### src/sv/dpm_pkg.sv
package dpm_pkg;

	localparam int FRAC_DIGITS = 3;

	localparam int CHAR_W  = 8;
	localparam int VALUE_W = 63;
	localparam int TDATA_W = ((VALUE_W + 7) / 8) * 8;

	function automatic longint unsigned pow10(input int n);
		longint unsigned v;
		v = 64'd1;
		for (int i = 0; i < n; i++) begin
			v = v * 64'd10;
		end
		return v;
	endfunction

	localparam longint unsigned MAX_VALUE = 64'h7FFF_FFFF_FFFF_FFFF;
	localparam longint unsigned INT_LIMIT = MAX_VALUE / 64'd10000;
	localparam longint unsigned SCALE     = pow10(FRAC_DIGITS);

	localparam int INT_W   = $clog2(INT_LIMIT * 10 + 10);
	localparam int FRAC_W  = $clog2(SCALE);
	localparam int CNT_W   = $clog2(FRAC_DIGITS + 1);
	localparam int SCALE_W = $clog2(SCALE + 1);
	localparam int PROD_W  = INT_W + SCALE_W;
	localparam int SUM_W   = PROD_W + 1;

	localparam logic [CHAR_W-1:0] CH_ZERO  = 8'h30;
	localparam logic [CHAR_W-1:0] CH_NINE  = 8'h39;
	localparam logic [CHAR_W-1:0] CH_DOT   = 8'h2E;
	localparam logic [CHAR_W-1:0] CH_PLUS  = 8'h2B;
	localparam logic [CHAR_W-1:0] CH_SPACE = 8'h20;
	localparam logic [CHAR_W-1:0] CH_TAB   = 8'h09;
	localparam logic [CHAR_W-1:0] CH_CR    = 8'h0D;

	// Field state at the closing item, handed from the parser to the scaler
	typedef struct packed {
		logic              ok;
		logic [INT_W-1:0]  int_val;
		logic [FRAC_W-1:0] frac_val;
		logic [CNT_W-1:0]  frac_cnt;
	} snap_t;

endpackage

### src/sv/decimal_price_to_milli_unit.sv
// Decimal price parser. Feed one character of a text field per request on the
// slave side; the request with tlast closes the field and yields exactly one
// result request on the master side, carrying the price in thousandths and a
// valid flag. Blanks (space, tab, carriage return) around the body are skipped,
// one leading plus is allowed, at least one integer digit is needed, and after
// an optional dot only the first three fraction digits count (the rest are
// truncated). Malformed text, an integer part that grows too long, or a value
// above 2^63-1 gives parse_ok 0 and a zero value. A request with tuser low and
// tlast low is a no-op; tuser low with tlast high closes the field without
// adding a character. One request is taken per clock while tready is high: the
// parse state is updated by a single multiply-by-ten accumulate per character,
// and the result of a closed field passes through the input register, the
// parse stage and the scaling stage into the output register. While the
// master side stalls, up to two finished fields wait in the snapshot and output
// registers; a third closing request then waits in the input register and only
// then does tready drop.
module decimal_price_to_milli_unit (
	input  logic                        clk,
	input  logic                        arst_n,
	input  logic                        s_axis_tvalid,
	output logic                        s_axis_tready,
	input  logic [dpm_pkg::CHAR_W-1:0]  s_axis_tdata,  // [7:0] char_byte
	input  logic                        s_axis_tuser,  // [0] has_byte
	input  logic                        s_axis_tlast,  // end_of_field
	output logic                        m_axis_tvalid,
	input  logic                        m_axis_tready,
	output logic [dpm_pkg::TDATA_W-1:0] m_axis_tdata,  // [62:0] milli_value, [63] zero
	output logic                        m_axis_tuser   // [0] parse_ok
);
	import dpm_pkg::*;

	logic              valid_s1;
	logic [CHAR_W-1:0] char_s1;
	logic              has_s1;
	logic              eof_s1;
	logic              go_s1;
	logic              parse_free;
	logic              snap_valid;
	logic              snap_take;
	snap_t             snap;

	// Advance a plain character at once; hold a closing one until the
	// snapshot slot is free.
	assign go_s1         = valid_s1 && (!eof_s1 || parse_free);
	assign s_axis_tready = !valid_s1 || go_s1;

	always_ff @(posedge clk or negedge arst_n) begin
		if (!arst_n) begin
			valid_s1 <= 1'b0;
		end else if (s_axis_tready) begin
			valid_s1 <= s_axis_tvalid;
		end
	end

	always_ff @(posedge clk) begin
		if (s_axis_tready && s_axis_tvalid) begin
			char_s1 <= s_axis_tdata;
			has_s1  <= s_axis_tuser;
			eof_s1  <= s_axis_tlast;
		end
	end

	dpm_parse u_parse (
		.clk          (clk),
		.arst_n       (arst_n),
		.go           (go_s1),
		.char_byte    (char_s1),
		.has_byte     (has_s1),
		.end_of_field (eof_s1),
		.snap_take    (snap_take),
		.free         (parse_free),
		.snap_valid   (snap_valid),
		.snap         (snap)
	);

	dpm_scale u_scale (
		.clk           (clk),
		.arst_n        (arst_n),
		.in_valid      (snap_valid),
		.in_ready      (snap_take),
		.snap          (snap),
		.m_axis_tvalid (m_axis_tvalid),
		.m_axis_tready (m_axis_tready),
		.m_axis_tdata  (m_axis_tdata),
		.m_axis_tuser  (m_axis_tuser)
	);

	// A closing character must produce a snapshot on the next edge.
	a_close_snaps: assert property (@(posedge clk) disable iff (!arst_n)
		(go_s1 && eof_s1) |=> snap_valid)
		else $error("closed field produced no snapshot");

	// A rejected field reports a zero value.
	a_bad_zero: assert property (@(posedge clk) disable iff (!arst_n)
		(m_axis_tvalid && !m_axis_tuser) |-> (m_axis_tdata == '0))
		else $error("rejected field carries a non-zero value");

	// Result never exceeds 63 bits.
	a_top_bit: assert property (@(posedge clk) disable iff (!arst_n)
		m_axis_tvalid |-> !m_axis_tdata[TDATA_W-1])
		else $error("result overflowed into the pad bit");

	// A plain character is never stalled in the input register.
	a_char_flows: assert property (@(posedge clk) disable iff (!arst_n)
		(valid_s1 && !eof_s1) |-> s_axis_tready)
		else $error("plain character stalled");

endmodule

### src/sv/dpm_parse.sv
module dpm_parse (
	input  logic                       clk,
	input  logic                       arst_n,
	input  logic                       go,
	input  logic [dpm_pkg::CHAR_W-1:0] char_byte,
	input  logic                       has_byte,
	input  logic                       end_of_field,
	input  logic                       snap_take,
	output logic                       free,
	output logic                       snap_valid,
	output dpm_pkg::snap_t             snap
);
	import dpm_pkg::*;

	typedef enum logic [1:0] {
		PH_LEAD,
		PH_INT,
		PH_FRAC,
		PH_TRAIL
	} phase_t;

	phase_t             phase_q, phase_n;
	logic [INT_W-1:0]   int_q, int_n;
	logic [FRAC_W-1:0]  frac_q, frac_n;
	logic [CNT_W-1:0]   cnt_q, cnt_n;
	logic               saw_q, saw_n;
	logic               err_q, err_n;
	logic               snap_valid_q;
	snap_t              snap_s2;

	logic               is_digit;
	logic               is_blank;
	logic [CHAR_W-1:0]  digit;

	assign is_digit = (char_byte >= CH_ZERO) && (char_byte <= CH_NINE);
	assign is_blank = (char_byte == CH_SPACE) || (char_byte == CH_TAB) ||
		(char_byte == CH_CR);
	assign digit    = char_byte - CH_ZERO;

	always_comb begin
		logic take_int;
		take_int = 1'b0;
		phase_n  = phase_q;
		int_n    = int_q;
		frac_n   = frac_q;
		cnt_n    = cnt_q;
		saw_n    = saw_q;
		err_n    = err_q;
		if (has_byte && !err_q) begin
			case (phase_q)
				PH_LEAD: begin
					if (char_byte == CH_PLUS) begin
						phase_n = PH_INT;
					end else if (is_digit) begin
						phase_n  = PH_INT;
						take_int = 1'b1;
					end else if (!is_blank) begin
						err_n = 1'b1;
					end
				end
				PH_INT: begin
					if (is_digit) begin
						take_int = 1'b1;
					end else if (char_byte == CH_DOT && saw_q) begin
						phase_n = PH_FRAC;
					end else if (is_blank) begin
						phase_n = PH_TRAIL;
					end else begin
						err_n = 1'b1;
					end
				end
				PH_FRAC: begin
					if (is_digit) begin
						if (cnt_q < CNT_W'(FRAC_DIGITS)) begin
							frac_n = (frac_q << 3) + (frac_q << 1) + FRAC_W'(digit);
							cnt_n  = cnt_q + 1'b1;
						end
					end else if (is_blank) begin
						phase_n = PH_TRAIL;
					end else begin
						err_n = 1'b1;
					end
				end
				PH_TRAIL: begin
					if (!is_blank) begin
						err_n = 1'b1;
					end
				end
				default: begin
					err_n = 1'b1;
				end
			endcase
			// integer digit: refuse once the accumulator is past the limit
			if (take_int) begin
				if (int_q > INT_W'(INT_LIMIT)) begin
					err_n = 1'b1;
				end else begin
					int_n = (int_q << 3) + (int_q << 1) + INT_W'(digit);
					saw_n = 1'b1;
				end
			end
		end
	end

	assign free = !snap_valid_q || snap_take;

	always_ff @(posedge clk or negedge arst_n) begin
		if (!arst_n) begin
			phase_q      <= PH_LEAD;
			int_q        <= '0;
			frac_q       <= '0;
			cnt_q        <= '0;
			saw_q        <= 1'b0;
			err_q        <= 1'b0;
			snap_valid_q <= 1'b0;
		end else begin
			// a new snapshot wins over the one being taken
			snap_valid_q <= (go && end_of_field) || (snap_valid_q && !snap_take);
			if (go) begin
				if (end_of_field) begin
					// close the field and return to the idle state
					phase_q      <= PH_LEAD;
					int_q        <= '0;
					frac_q       <= '0;
					cnt_q        <= '0;
					saw_q        <= 1'b0;
					err_q        <= 1'b0;
				end else begin
					phase_q <= phase_n;
					int_q   <= int_n;
					frac_q  <= frac_n;
					cnt_q   <= cnt_n;
					saw_q   <= saw_n;
					err_q   <= err_n;
				end
			end
		end
	end

	always_ff @(posedge clk) begin
		if (go && end_of_field) begin
			snap_s2.ok       <= !err_n && saw_n;
			snap_s2.int_val  <= int_n;
			snap_s2.frac_val <= frac_n;
			snap_s2.frac_cnt <= cnt_n;
		end
	end

	assign snap_valid = snap_valid_q;
	assign snap       = snap_s2;

endmodule

### src/sv/dpm_scale.sv
module dpm_scale (
	input  logic                        clk,
	input  logic                        arst_n,
	input  logic                        in_valid,
	output logic                        in_ready,
	input  dpm_pkg::snap_t              snap,
	output logic                        m_axis_tvalid,
	input  logic                        m_axis_tready,
	output logic [dpm_pkg::TDATA_W-1:0] m_axis_tdata,
	output logic                        m_axis_tuser
);
	import dpm_pkg::*;

	logic [SCALE_W-1:0] frac_scale;
	logic [FRAC_W-1:0]  frac_full;
	logic [PROD_W-1:0]  prod;
	logic [SUM_W-1:0]   sum;
	logic               ok;
	logic               valid_q;
	logic [VALUE_W-1:0] value_q;
	logic               ok_q;

	// pad missing fraction digits with zeros
	always_comb begin
		frac_scale = '0;
		for (int k = 0; k <= FRAC_DIGITS; k++) begin
			if (snap.frac_cnt == CNT_W'(k)) begin
				frac_scale = SCALE_W'(pow10(FRAC_DIGITS - k));
			end
		end
	end

	assign frac_full = FRAC_W'(snap.frac_val * frac_scale);
	assign prod      = PROD_W'(snap.int_val) * PROD_W'(SCALE);
	assign sum       = SUM_W'(prod) + SUM_W'(frac_full);
	assign ok        = snap.ok && (sum <= SUM_W'(MAX_VALUE));

	assign in_ready = !valid_q || m_axis_tready;

	always_ff @(posedge clk or negedge arst_n) begin
		if (!arst_n) begin
			valid_q <= 1'b0;
		end else if (in_ready) begin
			valid_q <= in_valid;
		end
	end

	always_ff @(posedge clk) begin
		if (in_ready && in_valid) begin
			value_q <= ok ? sum[VALUE_W-1:0] : '0;
			ok_q    <= ok;
		end
	end

	assign m_axis_tvalid = valid_q;
	assign m_axis_tdata  = TDATA_W'(value_q);
	assign m_axis_tuser  = ok_q;

endmodule
### config.mk
export PLATFORM = sky130hd
export DESIGN_NAME = decimal_price_to_milli_unit
export DESIGN_NICKNAME = d
export VERILOG_FILES = /design/src/sv/dpm_pkg.sv /design/src/sv/decimal_price_to_milli_unit.sv /design/src/sv/dpm_parse.sv /design/src/sv/dpm_scale.sv
export SDC_FILE = /design/constraint.sdc
export NUM_CORES = 1
export LEC_CHECK = 0
export BUFFER_PORTS_ARGS = -buffer_cell sky130_fd_sc_hd__clkbuf_2
export CORE_ASPECT_RATIO = 1.2
export CORE_MARGIN = 10
export CORE_UTILIZATION = 47
export CTS_BUF_LIST = sky130_fd_sc_hd__clkbuf_8
export DETAILED_ROUTE_END_ITERATION = 7
export GPL_TIMING_DRIVEN = 0
export PLACE_DENSITY = 0.65
export SLEW_MARGIN = 30
export SYNTH_ARGS = -nofsm -noshare
export SYNTH_HDL_FRONTEND = slang
export SYNTH_SLANG_ARGS = --single-unit
### constraint.sdc
create_clock -name clk -period 7.4 [get_ports clk]
set_input_delay 1.48 -clock clk [delete_from_list [all_inputs] [get_ports clk]]
set_output_delay 1.48 -clock clk [all_outputs]
set_load 0.01 [all_outputs]
# Word-level counts from Yosys, hierarchy flattened
# Index checks and enable logic that the tools add are counted.
# classes
add_sub_neg,7
multipliers,2
div,0
n_lt_le_gt_ge,5
eq_ne,14
n_shift,0
n_mux,45
n_bitwise,0
n_reduce_logical,29
# op_table
op,count
54-bit two-way mux,4
10-bit two-way mux,9
64-bit by 10-bit adder with 65-bit output,1
65-bit by 63-bit <= comparator with 1-bit output (second input constant),1
54-bit by 7-bit multiplier with 61-bit output (second input constant),1
54-bit adder,1
54-bit by 8-bit adder with 54-bit output,1
54-bit by 50-bit greater-than comparator with 1-bit output (second input constant),1
2-bit two-way mux,13
8-bit by 6-bit == test with 1-bit output (second input constant),3
8-bit by 4-bit == test with 1-bit output (second input constant),2
1-bit two-way mux,16
10-bit adder,1
10-bit by 8-bit adder with 10-bit output,1
1-bit logical AND,10
10-bit by 10-bit multiplier with 10-bit output,1
2-bit == test (second input constant),4
8-bit by 6-bit greater-or-equal comparator with 1-bit output (second input constant),1
8-bit by 6-bit <= comparator with 1-bit output (second input constant),1
8-bit by 6-bit subtractor with 8-bit output (second input constant),1
1-bit zero test,7
1-bit logical OR,7
3-bit != test (second input constant),2
2-bit case mux with 3 select lines,1
other kinds (10),12
# totals
reg_bits,214
latchBits,0
ram_bits,0
rom_bits,0
in_bits,14
out_inout_bits,67
elab_cells,120
mem_count,0

# Logic depth before layout (Yosys ltp)
# logic_depth
word_depth,12
mapped_depth,31
ltp_nobuf,29

# By module
# Synthesis repeated with hierarchy kept, for this count alone.
# unflattened
cells_unflattened,2907
hier_area_um2,26724.4
# modules_own_cells
module,instances,cells_per_inst,area_per_inst_um2,seq_area_each_um2
dpm_scale,1,1742,15847.7,1946.9
dpm_parse,1,1149,10505.1,3788.6
decimal_price_to_milli_unit,1,16,371.6,325.3

# Worst setup path before layout
# OpenSTA, ideal clock, no wires.
# synth_path
kind,reg-to-reg
from,"reg u_parse.snap_s2, in the netlist u_parse.snap[0]"
to,reg u_scale.value_q[40] (data pin)
setup_ps,160
arrival_ps,7033
t_required_ps,7240
setup_slack_ps,207
stages_incl_launch_ff,30
n_path_buf,4
synth_period_minus_slack_ps,7193
path_cell_list,edfxtp_1 > clkbuf_1 > clkbuf_1 > nor2_1 > nand2_1 > fa_1 > fa_1 > fa_1 > inv_1 > fa_1 > inv_1 > fa_1 > xor2_1 > xnor2_1 > xnor2_1 > xnor2_1 > xnor2_1 > xnor2_1 > ha_1 > a21o_1 > a31o_2 > nand3_1 > or4_4 > nor3_4 > nand2_4 > nor4_4 > mux2_4 > buf_8 > buf_6 > nor3b_1
# synth_via
elab_chain_len,9
word_cells_on_any_way,12
cone_classes,1 x add/sub; 1 x mul; 1 x order compare; 3 x eq/ne; 4 x mux; 2 x reduce/logical
# synth_lines
item,line,source
from (decl),dpm_parse.sv:29,snap_t snap_s2;
2-bit zero test,dpm_scale.sv:27,if (snap.frac_cnt == CNT_W'(k)) begin
10-bit two-way mux (3 in a row),dpm_scale.sv:27,
10-bit two-way mux *,dpm_scale.sv:27,
10-bit by 10-bit multiplier with 10-bit output *,dpm_scale.sv:33,assign frac_full = FRAC_W'(snap.frac_val * frac_scale);
64-bit by 10-bit adder with 65-bit output *,dpm_scale.sv:35,assign sum = SUM_W'(prod) + SUM_W'(frac_full);
65-bit by 63-bit <= comparator with 1-bit output,dpm_scale.sv:36,assign ok = snap.ok && (sum <= SUM_W'(MAX_VALUE));
1-bit logical AND,dpm_scale.sv:36,
to (signal assigned),dpm_scale.sv:50,value_q <= ok ? sum[VALUE_W-1:0] : '0;
to (decl),dpm_scale.sv:20,logic [VALUE_W-1:0] value_q;
# Every way passes the cells marked *; elsewhere a longest branch is shown, timed or not.
# A chain may end at the register's enable or synchronous reset.

# Final worst setup path
# layout_path
from,"reg u_parse.snap_s2, in the netlist u_parse.snap[1]"
to,reg u_scale.value_q[25] (data pin)
# The elaborated chain is that of the path after synthesis.

==> metrics.yaml <==
drc: 0
ctsHtreeMaxLevel: 2
synthMuxAreaShare_pct: 2.28
async_reset_ff_share_pct: 34.1
postCtsHoldBufs: 0
drt-pass1-iter-count: 5
min_path_type: "flop to flop"
synth_nets: 3182
synthFlopType: "edfxtp_1"
hold_violations: 0
drt_iter0_markers: 1029
arrival_ns: 7.87
ys_warn_count: 0
synth_most_common_cell: "inv_1"
path_clk_slew_ns: 0.06
grt_pass1_wl_um: 106000
synth_cell_type_count: 96
critical_path_class: "flop to flop"
cts_tree: "yes"
grt_use_total_pct: 20.3
syn_area_per_cell_um2: 9.61
cts_buffer_depth: 3
synth_top_area_share_pct: 18.5
die_area_mm2: 0.0640
worstPathMaxFanout: 10
rows: 93
portBuffers: 79
dp_hpwl_um: 51900
antenna_found_initial: 1
grt_overflow: 0
layout_setup_ws_ns: -0.0405
maxCapViolCount: 0
via_count: 19355
grt_setup_unrepaired: "yes"
synthTopCellsByCount: "382 x inv_1, 277 x ha_1, 236 x fa_1, 189 x nand2_1, 141 x edfxtp_1"
yosys.area.top_type: "fa_1"
synthAdderAreaFrac_pct: 32.1
worstSkewPairLatency_ns: 0.62
fin_crit_ns: 7.44
irDropWorstVdd_v: 0.000182
synth_top_family_by_area: "adder cells"
worst_pin_slew_ns: 0.967
vias_per_cell: 5.46
finalCritPeriodShare_pct: 101
dieHeight_um: 275
ios: 81
synth_top_cells_by_area: "fa_1 19%, edfxtp_1 17%, ha_1 14%"
worstPathRequired_ns: 7.83
critPathMaxStageDelay_ns: 0.59
synth_edf_count: 141
status: "finished, violations left"
synth_xor_area_share_pct: 6.04
coreArea_mm2: 0.0538
fin_nets: 3329
syn_inst: 2655
first_global_vias: 20234
failed_checks: "negative setup slack"
place_congestion: 0.891
endpoint_kind: "flop"
initial_core_util_pct: 47.5
placedInstanceArea_mm2: 0.0269
ys_seq_area_share_pct: 23.8
setup_viol_count_final: 19
wl_per_cell_um: 18.1
fp.dieW_um: 233
finalSetupTns_ns: -0.392
synth_simple_gate_area_share_pct: 13.8
slew_headroom_pct: 35.5
fin_area_mm2: 0.0285
synth_compound_area_share_pct: 14.8
wirelength_um: 64100
path_common_cell: "fa_1"
clock_skew_ns: 0.0576
numCtsBuffers: 38
root_buffer: "clkbuf_8"
grt_max_degree: 72
fmax_mhz: 134
cp_slowest_cell: "or4_4"
maxSlewViolCount: 0
power.density_mw_per_mm2: 317
startpoint_type: "flop"
ant_nets: 0
layout.cells.non_filler: 3544
synth.ff_latch_count: 214
placed_cells: 3450
syn_area_mm2: 0.0255
area_growth_pct: 11.8
power_leakage_nw: 13.3
drive_above_1_share_pct: 13.2
clock_sinks: 214
==> critical path, delay by kind of cell (launching register included) <==
family                   cells  cell delay [ns]
buffers and inverters        6             0.68
AND/OR/NAND/NOR              8             1.67
flip-flops                   1             0.56
XOR/XNOR                     6             1.05
AO/OA/AOI/OAI                2             0.26
multiplexers                 1             0.41
adder cells (fa/ha/maj)      6             2.64
==> through the flow <==
stage | hold slack, ns | setup slack, ns | total power [mW] | util (%)
2_1_floorplan | 0.467 | 0.207 | 6.08 | -
3_3_place_gp | 0.494 | -1.16 | 7.31 | 49.8
3_5_place_dp | 0.496 | -1.30 | 7.40 | 50.1
4_1_cts | 0.514 | 0.00311 | 8.87 | 52.4
5_1_grt | 0.545 | -0.260 | 9.88 | 53.1
6_report | 0.517 | -0.0405 | 9.03 | 53.1
==> sequential cells by signal, indices dropped and copies added (netlist names), 2 cells and up <==
name             count
u_parse.cnt_q        2
u_parse.phase_q      2
u_parse.int_q       54
u_parse.frac_q      10
u_scale.value_q     63
u_parse.snap        67
char_s1              8
==> cell usage in the layout, fill, tap and decap left out, types with 38 or more instances in the layout <==
master / instances
mux2_2: 45
dfrtp_1: 73
nor3_1: 38
fa_1: 235
a22o_1: 47
ha_1: 276
clkbuf_8: 48
nand4_1: 39
inv_1: 380
clkbuf_2: 78
edfxtp_1: 141
xnor2_1: 116
nand2_1: 186
clkbuf_1: 53
a21o_1: 66
a21oi_1: 134
nor2_1: 117
o21ai_0: 96
xor2_1: 54
==> cell type report <==
type                       count  area, µm²
tap                          712        891
multi-input combinational   1976      18100
fill                        4904      25200
buffer                        71        377
sequential                   214       6060
clock buffer                  46        633
inverter                     382       1440
antenna                        1       2.50
timing repair buffer         119        863
clock inverter                23        161
==> power breakdown <==
| part | switching (mW) | total (mW) | leakage (nW) | internal [mW] |
|---|---|---|---|---|
| Clock | 0.513 | 1.15 | 0.449 | 0.635 |
| Sequential | 0.0479 | 1.49 | 2.37 | 1.45 |
| Combinational | 3.88 | 6.39 | 10.5 | 2.52 |
==> path summary, 6_finish.rpt <==
path                       cells after the start  slack (ns)                           endpoint                     startpoint
max in group asynchronous                      2        6.12      u_parse.int_q[49]$_DFFE_PN0P_                         arst_n
min reg2reg                                    1        0.52      u_parse.frac_q[9]$_DFFE_PN0P_  u_parse.frac_q[9]$_DFFE_PN0P_
max reg2reg                                   29       -0.04  u_scale.value_q[25]$_SDFFCE_PN0P_      u_parse.snap[1]$_DFFE_PP_
min                                            1        0.52      u_parse.frac_q[9]$_DFFE_PN0P_  u_parse.frac_q[9]$_DFFE_PN0P_
min in group asynchronous                      1        0.71      u_parse.frac_q[6]$_DFFE_PN0P_                         arst_n
max                                           29       -0.04  u_scale.value_q[25]$_SDFFCE_PN0P_      u_parse.snap[1]$_DFFE_PP_
==> repair_timing <==
action / 4_1_cts / 5_1_grt
endpoints found under the hold margin: 0 / 0
gates resized for setup: 58 / 71
buffers inserted: 24 / 9
gates cloned: 2 / 2
setup endpoints to repair: 64 / 64
pin swaps: 19 / 14
==> cells by family after synthesis <==
group           after synthesis
compound gates              558
other cells                   1
buf+inv                     466
fa+ha+maj                   513
simple gates                675
flops                       214
xor+xnor                    176
mux                          52
==> routing by layer <==
layer / GRT usage, % / wire, µm / part of all wire (%) / vias up
met5: 0 / 0 / 0 / -
met4: 8.07 / 2530 / 3.9 / 0
met3: 2.36 / 2360 / 3.7 / 107
met2: 34.9 / 31100 / 49 / 383
met1: 25.7 / 28100 / 44 / 9377
li1: - / - / - / 9488
Power figures use the tool's default switching activity.
